$ cat src/hw/rtl/sfb_pkg.sv
// ----------------------------------------------------------------------------
// sfb_pkg
// Types and constants for the sensor frame builder with CRC-8 trailer.
// ----------------------------------------------------------------------------
package sfb_pkg;

    // One measurement beat on the input channel.
    typedef struct packed {
        logic [15:0] temperature;
        logic [15:0] humidity;
        logic [7:0]  battery_level;
    } t_in_beat;

    // One frame byte on the output channel.
    typedef struct packed {
        logic [7:0] frame_byte;
        logic       last_byte;
    } t_out_beat;

    typedef logic [3:0] t_byte_pos;

    // Byte positions within the ten-byte frame.
    localparam t_byte_pos POS_START  = 4'd0;
    localparam t_byte_pos POS_ID     = 4'd1;
    localparam t_byte_pos POS_LEN    = 4'd2;
    localparam t_byte_pos POS_TYPE   = 4'd3;
    localparam t_byte_pos POS_TEMP_H = 4'd4;
    localparam t_byte_pos POS_TEMP_L = 4'd5;
    localparam t_byte_pos POS_HUM_H  = 4'd6;
    localparam t_byte_pos POS_HUM_L  = 4'd7;
    localparam t_byte_pos POS_BATT   = 4'd8;
    localparam t_byte_pos POS_CRC    = 4'd9;

    localparam logic [7:0] START_BYTE      = 8'hCC;
    localparam logic [7:0] DATA_LEN        = 8'd6;
    localparam logic [7:0] SENSOR_TYPE     = 8'hF7;
    localparam logic [7:0] CRC_POLY        = 8'h31;
    localparam logic [7:0] SENSOR_ID_RESET = 8'd3;

    // One byte of CRC-8, MSB first, no reflection.
    function automatic logic [7:0] crc8_update(input logic [7:0] crc, input logic [7:0] data);
        logic [7:0] c;
        c = crc ^ data;
        for (int k = 0; k < 8; k++) begin
            if (c[7]) begin
                c = {c[6:0], 1'b0} ^ CRC_POLY;
            end else begin
                c = {c[6:0], 1'b0};
            end
        end
        return c;
    endfunction

endpackage

$ cat src/hw/rtl/sensor_frame_builder_crc8_core.sv
// ----------------------------------------------------------------------------
// sensor_frame_builder_crc8_core
// Turns one measurement beat into a ten-byte radio frame with CRC-8 trailer.
// ----------------------------------------------------------------------------
// Each accepted measurement yields ten output beats, one frame byte each:
// 0xCC, sensor id, length 6, type 0xF7, temperature MSB/LSB, humidity
// MSB/LSB, battery level and a CRC-8 (poly 0x31, init 0) over the first nine
// bytes; the CRC beat carries last_byte. The output serializer sends one byte
// per cycle while the output is not stalled. A one-entry input register
// takes the next measurement while the current frame is still being sent, so
// frames follow each other without gaps. The CRC is accumulated byte by byte
// as beats leave. The sensor id register resets to 3 and the configuration
// port is always ready.
module sensor_frame_builder_crc8_core (
    input  logic              i_clk,
    input  logic              i_rst_n,
    input  logic              i_in_valid,
    output logic              o_in_stall,
    input  sfb_pkg::t_in_beat i_in_beat,
    output logic              o_out_valid,
    input  logic              i_out_stall,
    output sfb_pkg::t_out_beat o_out_beat,
    input  logic              i_cfg_valid,
    output logic              o_cfg_ready,
    input  logic [7:0]        i_cfg_data
);
    import sfb_pkg::*;

    logic [7:0] r_id;
    logic [7:0] n_id;

    logic      r_hold_valid, n_hold_valid;
    t_in_beat  r_hold, n_hold;
    logic      r_busy, n_busy;
    t_in_beat  r_frame, n_frame;
    t_byte_pos r_pos, n_pos;
    logic [7:0] r_crc, n_crc;

    logic       in_fire;
    logic       out_fire;
    logic       frame_done;
    logic       load;
    logic [7:0] cur_byte;

    assign o_cfg_ready = 1'b1;

    assign in_fire    = i_in_valid && !r_hold_valid;
    assign out_fire   = r_busy && !i_out_stall;
    assign frame_done = out_fire && (r_pos == POS_CRC);
    assign load       = r_hold_valid && (!r_busy || frame_done);

    assign o_in_stall  = r_hold_valid;
    assign o_out_valid = r_busy;

    always_comb begin
        unique case (r_pos)
            POS_START:  cur_byte = START_BYTE;
            POS_ID:     cur_byte = r_id;
            POS_LEN:    cur_byte = DATA_LEN;
            POS_TYPE:   cur_byte = SENSOR_TYPE;
            POS_TEMP_H: cur_byte = r_frame.temperature[15:8];
            POS_TEMP_L: cur_byte = r_frame.temperature[7:0];
            POS_HUM_H:  cur_byte = r_frame.humidity[15:8];
            POS_HUM_L:  cur_byte = r_frame.humidity[7:0];
            POS_BATT:   cur_byte = r_frame.battery_level;
            default:    cur_byte = r_crc;
        endcase
    end

    assign o_out_beat.frame_byte = cur_byte;
    assign o_out_beat.last_byte  = (r_pos == POS_CRC);

    always_comb begin
        n_id = i_cfg_valid ? i_cfg_data : r_id;

        n_hold_valid = r_hold_valid;
        n_hold       = r_hold;
        if (in_fire) begin
            n_hold_valid = 1'b1;
            n_hold       = i_in_beat;
        end else if (load) begin
            n_hold_valid = 1'b0;
        end

        n_busy  = r_busy;
        n_frame = r_frame;
        n_pos   = r_pos;
        n_crc   = r_crc;
        if (load) begin
            n_busy  = 1'b1;
            n_frame = r_hold;
            n_pos   = POS_START;
            n_crc   = 8'd0;
        end else if (frame_done) begin
            n_busy = 1'b0;
        end else if (out_fire) begin
            n_pos = r_pos + 4'd1;
            n_crc = crc8_update(r_crc, cur_byte);
        end
    end

    always_ff @(posedge i_clk) begin
        if (!i_rst_n) begin
            r_id         <= SENSOR_ID_RESET;
            r_hold_valid <= 1'b0;
            r_busy       <= 1'b0;
            r_pos        <= POS_START;
        end else begin
            r_id         <= n_id;
            r_hold_valid <= n_hold_valid;
            r_busy       <= n_busy;
            r_pos        <= n_pos;
        end
    end

    // Payload registers carry no reset.
    always_ff @(posedge i_clk) begin
        r_hold  <= n_hold;
        r_frame <= n_frame;
        r_crc   <= n_crc;
    end

endmodule
$ cat config.mk
export PLATFORM = sky130hd
export DESIGN_NAME = sensor_frame_builder_crc8_core
export DESIGN_NICKNAME = d
export VERILOG_FILES = /design/src/hw/rtl/sfb_pkg.sv /design/src/hw/rtl/sensor_frame_builder_crc8_core.sv
export SDC_FILE = /design/constraint.sdc
export NUM_CORES = 1
export LEC_CHECK = 0
export BUFFER_PORTS_ARGS = -buffer_cell sky130_fd_sc_hd__buf_2
export CAP_MARGIN = 15
export CORE_MARGIN = 4
export CORE_UTILIZATION = 40
export DETAILED_ROUTE_END_ITERATION = 16
export SLEW_MARGIN = 25
export SYNTH_ARGS = -nofsm -noshare
export SYNTH_HDL_FRONTEND = slang
export SYNTH_SLANG_ARGS = --single-unit
$ cat constraint.sdc
create_clock -name i_clk -period 5.2 [get_ports i_clk]
set_input_delay 0.78 -clock i_clk [delete_from_list [all_inputs] [get_ports i_clk]]
set_output_delay 0.78 -clock i_clk [all_outputs]
set_load 0.01 [all_outputs]
* After elaboration in Yosys (flattened, before gate mapping)
Index checks and enable logic that the tools add are counted.
** Operators by class
- Add/subtract/negate cells :: 1
- Equal/unequal tests :: 9
- Multiplexer cells :: 34
- Bitwise gates (word level) :: 11
- Reduce and logical (&&, ||, !) cells :: 13
** Operators with widths (number)
- two-way mux 8 bit :: 21
- one-hot mux 8 bit (9 select lines) :: 1
- two-way mux 6 bit :: 8
- inverter 3 bit :: 8
- == test 4 x 3 -> 1 bit (second input constant) :: 4
- == test 4 x 2 -> 1 bit (second input constant) :: 2
- == test 4 bit (second input constant) :: 2
- XOR 8 bit :: 1
- adder 4 x 1 -> 4 bit (second input constant) :: 1
- == test 4 x 1 -> 1 bit (second input constant) :: 1
- logical AND 1 bit :: 4
- zero test 4 bit :: 1
- two-way mux 1 bit :: 4
- nonzero test 2 bit :: 2
- zero test 1 bit :: 3
- inverter 1 bit :: 2
- AND reduction 2 bit :: 1
- OR reduction 2 bit :: 1
- logical OR 1 bit :: 1
** Word-level totals
- Flip-flop bits (word level) :: 102
- Input bits :: 53
- Output and inout bits :: 12
- Logic and storage cells :: 79

* Depth between registers and ports, before layout
Gate-level depths: netlist of run 1.
- Depth after elaboration :: 40
- Mapped depth :: 13
- Mapped depth without buffers :: 11

* Least setup slack after synthesis of run 1
No wires, ideal clock.
- Path kind :: flip-flop to flip-flop
- Start :: reg r_pos[0]
- End :: reg r_hold_valid (netlist: o_in_stall)
- Setup time :: 0.119 ns
- Data arrival time :: 2.987 ns
- Data required time :: 5.081 ns
- Path slack :: 2.094 ns
- Cell stages (with the launch flop) :: 10
- Path buffers :: 3
- Clock period less this slack :: 3.106 ns
- Cells stage by stage :: dfxtp_1 ha_1 buf_6 buf_2 nand3_1 o21ai_0 and2_1 clkbuf_1 nand2b_1 nor2_1
** Between the ends
- Word-level cells in the longest chain between the ends :: 5
** RTL lines
- from (decl) :: RTL line sensor_frame_builder_crc8_core.sv:36 : t_byte_pos r_pos, n_pos;
- from (signal assigned) :: RTL line sensor_frame_builder_crc8_core.sv:112 : r_pos <= n_pos;
- == test 4 bit :: RTL line sensor_frame_builder_crc8_core.sv:49 : assign frame_done = out_fire && (r_pos == POS_CRC);
- logical AND 1 bit :: RTL line sensor_frame_builder_crc8_core.sv:49
- logical OR 1 bit :: RTL line sensor_frame_builder_crc8_core.sv:50 : assign load = r_hold_valid && (!r_busy || frame_done);
- logical AND 1 bit :: RTL line sensor_frame_builder_crc8_core.sv:50
- via load :: RTL line sensor_frame_builder_crc8_core.sv:42 : logic load;
- nonzero test 2 bit (no line)
- to (signal assigned) :: RTL line sensor_frame_builder_crc8_core.sv:110 : r_hold_valid <= n_hold_valid;
- to (decl) :: RTL line sensor_frame_builder_crc8_core.sv:32 : logic r_hold_valid, n_hold_valid;
The timed path passes the listed nets, and every way through them passes these cells.
A chain may end at the register's enable or synchronous reset.

* Worst setup path after layout of run 1
- Start :: reg r_pos[0]
- End :: reg r_crc[5]
** Between the ends
- Word-level cells in the longest chain between the ends :: 33
- Elaborated cells between the ends (all ways) :: 53
- Those cells by class :: 9 x eq/ne; 30 x mux; 9 x bitwise; 5 x reduce/logical
** RTL lines
- == test 4 bit (tied with other cells) :: RTL line sensor_frame_builder_crc8_core.sv:56 : unique case (r_pos)
- one-hot mux 8 bit (9 select lines) :: RTL line sensor_frame_builder_crc8_core.sv:56
- XOR 8 bit :: RTL line sfb_pkg.sv:43 : c = crc ^ data;
- two-way mux 6 bit :: RTL line sfb_pkg.sv:45 : if (c[7]) begin
- two-way mux 8 bit :: RTL line sensor_frame_builder_crc8_core.sv:96 : end else if (out_fire) begin
- two-way mux 8 bit :: RTL line sensor_frame_builder_crc8_core.sv:94 : end else if (frame_done) begin
- two-way mux 8 bit :: RTL line sensor_frame_builder_crc8_core.sv:89 : if (load) begin
- two-way mux 6 bit :: RTL line sfb_pkg.sv:45
- [17 not listed]
- two-way mux 8 bit :: RTL line sensor_frame_builder_crc8_core.sv:94
- two-way mux 8 bit :: RTL line sensor_frame_builder_crc8_core.sv:89
- two-way mux 6 bit :: RTL line sfb_pkg.sv:45
- two-way mux 8 bit :: RTL line sensor_frame_builder_crc8_core.sv:96
- two-way mux 8 bit :: RTL line sensor_frame_builder_crc8_core.sv:94
- two-way mux 8 bit :: RTL line sensor_frame_builder_crc8_core.sv:89
- inverter 3 bit (no line)
- two-way mux 6 bit :: RTL line sfb_pkg.sv:45
- to (signal assigned) :: RTL line sensor_frame_builder_crc8_core.sv:120 : r_crc <= n_crc;
- to (decl) :: RTL line sensor_frame_builder_crc8_core.sv:37 : logic [7:0] r_crc, n_crc;
Parallel ways exist; a longest one is shown, timed or not. The select of a mux whose other input is x is not followed.

==> impl_metrics.toml, run 1 <==
[run_status]
status = "completed"

[clocking]
cts_buffers = 9
cts_root_buf = "clkbuf_8"
cts_tree = "done"
clkTransAtPathRegs_ns = 0.10
ctsHoldBuffers = 0
cts_resized = 0
cts_setup_buffers = 0
cts_sinks = 102
cts_max_path_buffers = 2
clk_latency_ns = 0.36
htree_levels = 3

[worst_setup_path]
critical_path.max_fanout = 16
slowest_stage = "nor2b_1"
required_ns = 5.48
r2r_start = "r_pos[0]"
critical_path_arrival_ns = 4.08
path_cells = "inv_1 > ha_1 > nor2b_1 > o211ai_2 > a211oi_1 > mux2i_1 > xor2_1 > xnor3_1 > xor2_1 > a211oi_1"
start_kind = "register"
crit_type = "register to register"
r2r_cells = 10
regToRegSetupSlack_ns = 1.39
max_stage_delay_ns = 0.58
r2r_end = "r_crc[5]"
endpoint_kind = "register"

[global_route]
grt_overflow = 0
grtUsageTotal_pct = 13.6
grt_pass1_vias = 2582
grt_max_degree = 27
antenna_found_initial = 0
grt_pass1_wl_um = 13200

[logic_synthesis]
netlist_area_um2 = 4210
synthArstFlopShare_pct = 0
synth_largest_area_cell = "edfxtp_1"
yosysMostFrequentCell = "edfxtp_1"
ys.flop_type = "edfxtp_1"
syn_inst = 305
synth_area_leaders = "edfxtp_1 57%, dfxtp_1 10%, mux2i_1 2.9%, xnor2_1 2.1%, nand2_1 2.1%"
synth_top_area_share_pct = 57.1
yosysWarnings = 0
yosysSeqAreaShare_pct = 67.5
syn_nets = 362
synth_edf_count = 80
ys_top_cells_by_count = "80 x edfxtp_1, 23 x nand2_1, 22 x dfxtp_1"
synth.distinct_cells = 53
avgSynthCellArea_um2 = 13.8
ys_seq_elements = 102

[routing]
vias_per_cell = 5.10
avgRoutedWirePerCell_um = 16.3
route.vias.total = 2574
drc = 0
antenna_left = 0
firstDrtPassIters = 5
dr.first_iter.drc_count = 115
routed_wl_um = 8230

[timing]
fin_setup_tns_ns = 0
tightest_slew_ns = 0.891
drv_slew = 0
fin_skew_ns = 0.00796
hold_viol = 0
min_period_ns = 3.81
rsz0062_at_grt = "false"
hold_slack_ns = 0.427
fmax_mhz = 263
fin_ws_ns = 1.39
slew_headroom_pct = 40.2
period_share_pct = 73.2
setup_viol = 0

[hold_path]
hold_depth = 0
hp-start = "r_hold[26]"
holdPathEnd = "r_frame[26]"
hold_class = "register to register"

[die]
io_pins = 65
rows = 37
die_area_um2 = 12200
die_h_um = 111
core_um2 = 10300
start_util_pct = 41.0
die_x_um = 111

[place]
place_area_um2 = 4660
pre_cts_ws_ns = 1.43
gp_congestion = 0.870
dp_hpwl_um = 5780
port_buffers = 63

[cells_and_area]
diodes = 0
nets = 421
fillers = 935
stdcell_area_um2 = 4850
area_delta_synth_final_pct = 15.2
drive_gt1_share_pct = 24.4
fin_util_pct = 47.2

[job]
drv_cap = 0

[power_and_ir_drop]
leakagePower_nw = 1.78
ir_drop_mv = 0.179
power_density_nw_per_um2 = 392
-- per-stage QoR --
stage	power, mW	cells
after floorplan	1.35	305
after global placement	1.43	487
after detailed placement	1.45	489
after CTS	1.92	505
after global routing	2.01	505
final	1.90	505
-- sequential cells by signal, summed over array words and instances (netlist names) --
signal and flops:
r_frame 40, r_hold 40, r_crc 8, r_id 8, r_pos 4, o_in_stall 1
o_out_valid 1
-- worst max-delay path, delay by kind of cell (launching register included) --
| family | cells | cell delay [ns] |
|---|---|---|
| adders and majority gates | 1 | 0.57 |
| xor gates and xnor gates | 3 | 0.79 |
| muxes | 1 | 0.46 |
| AOI/OAI and AO/OA | 3 | 0.86 |
| buffers and inverters | 1 | 0.10 |
| DFF | 1 | 0.37 |
| and+or+nand+nor | 1 | 0.58 |
-- final cells by class --
| type | instances | area (um^2) | area share (%) |
|---|---|---|---|
| clock buffer | 9 | 124 | 2.55 |
| multi-input combinational | 179 | 1260 | 25.9 |
| inverter | 7 | 26.3 | 0.542 |
| timing repair buffer | 65 | 363 | 7.48 |
| tap | 136 | 170 | 3.51 |
| clock inverter | 7 | 66.3 | 1.37 |
| sequential | 102 | 2840 | 58.6 |
-- power by group --
part | leakage (nW) | internal [mW] | switching (mW)
logic | 0.745 | 0.208 | 0.221
clock network | 0.0965 | 0.185 | 0.286
registers | 0.937 | 0.958 | 0.0445
-- worst max-delay path by stage --
stage | from | endpoint | slack (ns) | cells after the start
2_1_floorplan | r_pos[0] | o_in_stall | 2.09 | 9
3_3_place_gp | r_pos[0] | r_crc[5] | 1.62 | 11
3_5_place_dp | r_pos[1] | r_crc[5] | 1.43 | 10
4_1_cts | r_pos[0] | r_crc[5] | 1.42 | 10
5_1_grt | r_pos[0] | r_crc[5] | 1.09 | 10
6_report | r_pos[0] | r_crc[5] | 1.39 | 10
-- cells by family (layout without fill, tap and decap cells) --
logic type      after synthesis  after routing  synth area share [%]
buf+inv                      24             88                  2.85
compound gates               59             59                  10.9
simple gates                 87             87                  10.3
flops                       102            102                  67.5
xor+xnor                     15             15                  3.95
other cells                   1              1                0.0891
fa+ha+maj                     4              4                  1.19
mux                          13             13                  3.12
-- layout by cell type (no fill, tap or decap), types with 6 or more instances in the layout --
cell,instances
nor2b_1,10
a211oi_1,8
mux2i_1,12
edfxtp_1,80
nand3_1,13
dfxtp_1,22
clkbuf_8,9
a21oi_1,13
nand2_1,23
xnor2_1,10
buf_2,63
nor2_1,20
inv_1,6
-- per-layer routing --
layer	vias up	track usage [%]	wire, um
met4	0	5.01	149
met1	1210	19.0	3730
li1	1263	-	-
met2	91	20.6	3860
met3	10	3.51	495
met5	-	0	0
Power figures use the tool's default switching activity.
==> inputs of run 2 (changes only) <==
==> constraint.sdc (replaced) <==
create_clock -name i_clk -period 3.4 [get_ports i_clk]
set_input_delay 0.51 -clock i_clk [delete_from_list [all_inputs] [get_ports i_clk]]
set_output_delay 0.51 -clock i_clk [all_outputs]
set_load 0.01 [all_outputs]
==> impl_metrics.toml, run 2 (synthesized netlist as in run 1, its figures left out) <==
[die]
start_util_pct = 41.0
die_area_um2 = 12200
die_x_um = 111
rows = 37
io_pins = 65
core_um2 = 10300
die_h_um = 111

[worst_setup_path]
start_kind = "register"
crit_type = "register to register"
critical_path.max_fanout = 6
critical_path_arrival_ns = 3.49
path_cells = "inv_1 > ha_1 > a222oi_1 > a311oi_2 > a311o_4 > xnor2_1 > or4b_1 > o311ai_1 > xor2_2 > xor2_1 > a211oi_1"
required_ns = 3.68
max_stage_delay_ns = 0.50
endpoint_kind = "register"
slowest_stage = "or4b_1"

[power_and_ir_drop]
power_density_nw_per_um2 = 610
leakagePower_nw = 1.89
ir_drop_mv = 0.341
power_mw = 3.09

[timing]
min_period_ns = 3.21
fin_setup_tns_ns = 0
tightest_slew_ns = 0.631
drv_slew = 0
fmax_mhz = 312
setup_viol = 0
hold_viol = 0
rsz0062_at_grt = "true"
period_share_pct = 94.3
fin_skew_ns = 0.00888
hold_slack_ns = 0.315
slew_headroom_pct = 58.0

[clocking]
cts_buffers = 9
cts_root_buf = "clkbuf_8"
cts_max_path_buffers = 2
ctsHoldBuffers = 0
cts_tree = "done"
cts_sinks = 102
clk_latency_ns = 0.36
htree_levels = 3
clkTransAtPathRegs_ns = 0.11

[global_route]
grt_overflow = 0
grtUsageTotal_pct = 14.0
antenna_found_initial = 0
grt_max_degree = 50
grt_pass1_wl_um = 13600
grt_pass1_vias = 2682

[hold_path]
hold_class = "input pin to register"

[cells_and_area]
area_delta_synth_final_pct = 20.3
diodes = 0
final_common_cell = "edfxtp_1"
drive_gt1_share_pct = 30.4
top_regs = "r_frame x40, r_hold x40"
nets = 437
final_cell_mix = "80 x edfxtp_1, 63 x buf_2, 23 x nand2_1, 21 x dfxtp_1, 20 x nor2_1"

[routing]
antenna_left = 0
route.vias.total = 2639
firstDrtPassIters = 4
drc = 0
vias_per_cell = 5.07
dr.first_iter.drc_count = 170
routed_wl_um = 8320
avgRoutedWirePerCell_um = 16.0

[place]
gp_congestion = 0.802
port_buffers = 63
dp_hpwl_um = 5970

[job]
drv_cap = 0

[run_status]
status = "completed"
## run 2: cell types whose count changed in the layout (fill, tap and decap cells not counted), sizes merged
cell    before  now
buf         65   81
bufinv       0    1
inv         10   11
clkinv       4    2
## run 2: stage by stage
step	utilization (%)	area, um^2	setup slack [ns]	std cells
floorplan	-	4210	0.294	305
global placement	45.9	4720	0.175	500
detailed placement	46.4	4770	0.0106	502
CTS	48.6	4990	0.0567	518
global route	49.3	5060	-0.0253	521
finish	49.3	5060	0.193	521
## run 2: layer usage
metal	wire length, um	share of wire (%)	GRT usage, %
met5	0	0	0
met4	210	2.5	5.99
met3	459	5.5	3.62
met2	3950	48	22.1
met1	3700	44	18.3
## run 2: critical path, delay by kind of cell, from the launching register on
family                   cells  cell delay, ns
adder cells (fa/ha/maj)      1            0.28
AO/OA/AOI/OAI                5            1.35
buffers and inverters        1            0.08
XOR/XNOR                     3            0.53
AND/OR/NAND/NOR              1            0.50
flip-flops                   1            0.40
## run 2: layout make-up
type	count	area (um^2)
well taps	136	170
inverters	7	26.3
flip-flops and latches	102	2840
clock inverters	7	95.1
clock buffers	9	124
fillers	902	5210
multi-input cells	179	1310
repair buffers	81	495
## run 2: path summary, 6_finish.rpt
path	cells after the start	from	end	slack (ns)
worst max-delay path	11	r_pos[0]	r_crc[5]	0.19
worst min-delay path	1	i_in_beat[23]	r_hold[23]	0.31
worst max register to register	11	r_pos[0]	r_crc[5]	0.19
worst min register to register	0	r_hold[6]	r_frame[6]	0.42
## run 2: what timing repair did
item	4_1_cts	5_1_grt
gates resized for setup	1	10
endpoints found under the setup margin	2	9
setup buffers	0	3
pin swaps	0	5
## run 2: where the power goes
group / internal [mW] / switching (mW)
logic: 0.383 / 0.355
registers: 1.46 / 0.0693
clock network: 0.364 / 0.453
total: 2.21 / 0.877
==> inputs of run 3 (changes only) <==
--- a/config.mk
+++ b/config.mk
@@ -5,12 +5,13 @@
 export SDC_FILE = /design/constraint.sdc
 export NUM_CORES = 1
 export LEC_CHECK = 0
+export ABC_AREA = 1
 export BUFFER_PORTS_ARGS = -buffer_cell sky130_fd_sc_hd__buf_2
 export CAP_MARGIN = 15
 export CORE_MARGIN = 4
-export CORE_UTILIZATION = 40
+export CORE_UTILIZATION = 30
 export DETAILED_ROUTE_END_ITERATION = 16
-export SLEW_MARGIN = 25
+export SLEW_MARGIN = 20
 export SYNTH_ARGS = -nofsm -noshare
 export SYNTH_HDL_FRONTEND = slang
 export SYNTH_SLANG_ARGS = --single-unit
==> impl_metrics.toml, run 3 <==
[cells_and_area]
diodes = 0
nets = 553
top_regs = "r_frame x40, r_hold x40"
fin_util_pct = 36.3
seq_area_um2 = 2840
drive_gt1_share_pct = 22.6
final_cell_mix = "84 x nand2_1, 80 x edfxtp_1, 63 x buf_2, 44 x inv_1, 41 x nor2_1"
multi_input_area_um2 = 1380
area_delta_synth_final_pct = 17.9
fillers = 1472
final_common_cell = "nand2_1"

[logic_synthesis]
yosys-mux-area-fraction_pct = 0
ys_top_cells_by_count = "84 x nand2_1, 80 x edfxtp_1, 44 x inv_1"
synthArstFlopShare_pct = 0
synth_largest_area_cell = "edfxtp_1"
yosysMostFrequentCell = "nand2_1"
avgSynthCellArea_um2 = 10.4
synth_top_family_by_area = "simple AND/OR/NAND/NOR gates"
synth_edf_count = 80
synth_xor_xnor_area_share_pct = 0.583
ys.flop_type = "edfxtp_1"
ys_seq_elements = 102
netlist_area_um2 = 4510
synth.distinct_cells = 35
synthSimpleGateAreaFrac_pct = 23.3
yosysSeqAreaShare_pct = 63.0
yosysWarnings = 0
synth_area_leaders = "edfxtp_1 53%, dfxtp_1 9.8%, nand2_1 7.0%, inv_1 3.7%, nand3_1 3.7%"
synth_fa_ha_area_share_pct = 1.11
syn_nets = 489
syn_inst = 432
synth_top_area_share_pct = 53.3
synth_compound_area_share_pct = 5.22

[timing]
rsz0062_at_grt = "false"
min_period_ns = 3.19
hold_viol = 0
slew_headroom_pct = 41.5
tightest_slew_ns = 0.876
setup_viol = 0
fmax_mhz = 314
period_share_pct = 93.7
fin_skew_ns = 0.00792
drv_slew = 0
fin_setup_tns_ns = 0

[run_status]
status = "completed"

[die]
rows = 44
core_um2 = 14600
die_x_um = 131
start_util_pct = 30.8
io_pins = 65
die_area_um2 = 17100
die_h_um = 131

[clocking]
cts_sinks = 102
cts_setup_buffers = 0
ctsHoldBuffers = 0
htree_levels = 3
clk_latency_ns = 0.34
cts_tree = "done"
cts_buffers = 9
cts_root_buf = "clkbuf_16"
cts_max_path_buffers = 2
cts_resized = 0
clkTransAtPathRegs_ns = 0.07

[worst_setup_path]
max_stage_delay_ns = 0.89
cp_common_cell = "inv_2"
r2r_cells = 17
path_cells = "inv_2 > nand3_1 > nand2_2 > nor2_4 > nand2_4 > inv_2 > nor2_1 > a21oi_1 > buf_2"
crit_type = "register to output port"
endpoint_kind = "output port"
r2r_start = "r_pos[2]"
startpoint = "r_pos[2]"
critical_path.max_fanout = 21
r2r_end = "r_crc[7]"
required_ns = 2.89
start_kind = "register"
slowest_stage = "dfxtp_1"
crit_path_end = "o_out_beat[6]"
regToRegSetupSlack_ns = 0.55
critical_path_arrival_ns = 2.68

[routing]
route.vias.total = 3185
avgRoutedWirePerCell_um = 14.2
drc = 0
routed_wl_um = 9710
antenna_left = 0
firstDrtPassIters = 4
vias_per_cell = 4.65
dr.first_iter.drc_count = 201

[hold_path]
hold_class = "input pin to register"
hp-start = "i_in_beat[15]"

[power_and_ir_drop]
leakagePower_nw = 2.21
power_density_nw_per_um2 = 583
ir_drop_mv = 0.230

[place]
port_buffers = 63
dp_hpwl_um = 7320
gp_congestion = 0.873

[global_route]
grt_pass1_wl_um = 15200
grt_overflow = 0
grt_max_degree = 47
grt_pass1_vias = 3099
grtUsageTotal_pct = 11.6
antenna_found_initial = 0

[job]
drv_cap = 0
[run 3: worst min path at each step]
stage	endpoint	cells after the start
floorplan	r_frame[0]	0
global placement	r_frame[30]	0
detailed placement	r_frame[3]	0
CTS	r_hold[1]	1
global route	r_hold[1]	1
finish	r_hold[15]	1
[run 3: kinds of logic after synthesis]
kind of cell             Yosys count
buffers and inverters             65
AO/OA/AOI/OAI                     45
AND/OR/NAND/NOR                  212
flip-flops                       102
adder cells (fa/ha/maj)            4
XOR/XNOR                           3
other                              1
[run 3: final cells by class]
type	instances	share of cell area (%)
tap	184	4.33
sequential	102	53.5
inverter	52	3.67
timing repair buffer	66	6.73
multi-input combinational	265	25.9
clock buffer	9	4.24
clock inverter	7	1.67
[run 3: report_power, final]
part / switching, mW / total (mW) / internal, mW
clock network: 0.424 / 1.06 / 0.639
logic: 0.348 / 0.527 / 0.179
registers: 0.0496 / 1.51 / 1.46
[run 3: metrics by stage]
stage	hold slack [ns]	area (um^2)	power, mW	cells	worst slack [ns]
3_5_place_dp	0.405	4980	2.06	668	0.617
2_1_floorplan	0.400	4510	1.90	432	0.205
5_1_grt	0.327	5320	3.25	685	0.0302
4_1_cts	0.326	5290	3.12	684	0.245
3_3_place_gp	0.407	4980	2.04	668	0.704
6_report	0.339	5320	3.10	685	0.215
[run 3: per-layer routing]
| metal | track usage [%] | part of all wire, % | vias to the layer above |
|---|---|---|---|
| met3 | 2.40 | 5.0 | 14 |
| met4 | 5.20 | 1.9 | 0 |
| li1 | - | - | 1603 |
| met5 | 0 | 0 | - |
| met1 | 15.2 | 45 | 1484 |
| met2 | 18.6 | 48 | 84 |
[run 3: critical path: cells and delay by family, from the launching register on]
| family | cells | cell delay [ns] |
|---|---|---|
| buf+inv | 3 | 0.63 |
| compound gates | 1 | 0.17 |
| flops | 1 | 0.89 |
| simple gates | 5 | 0.62 |
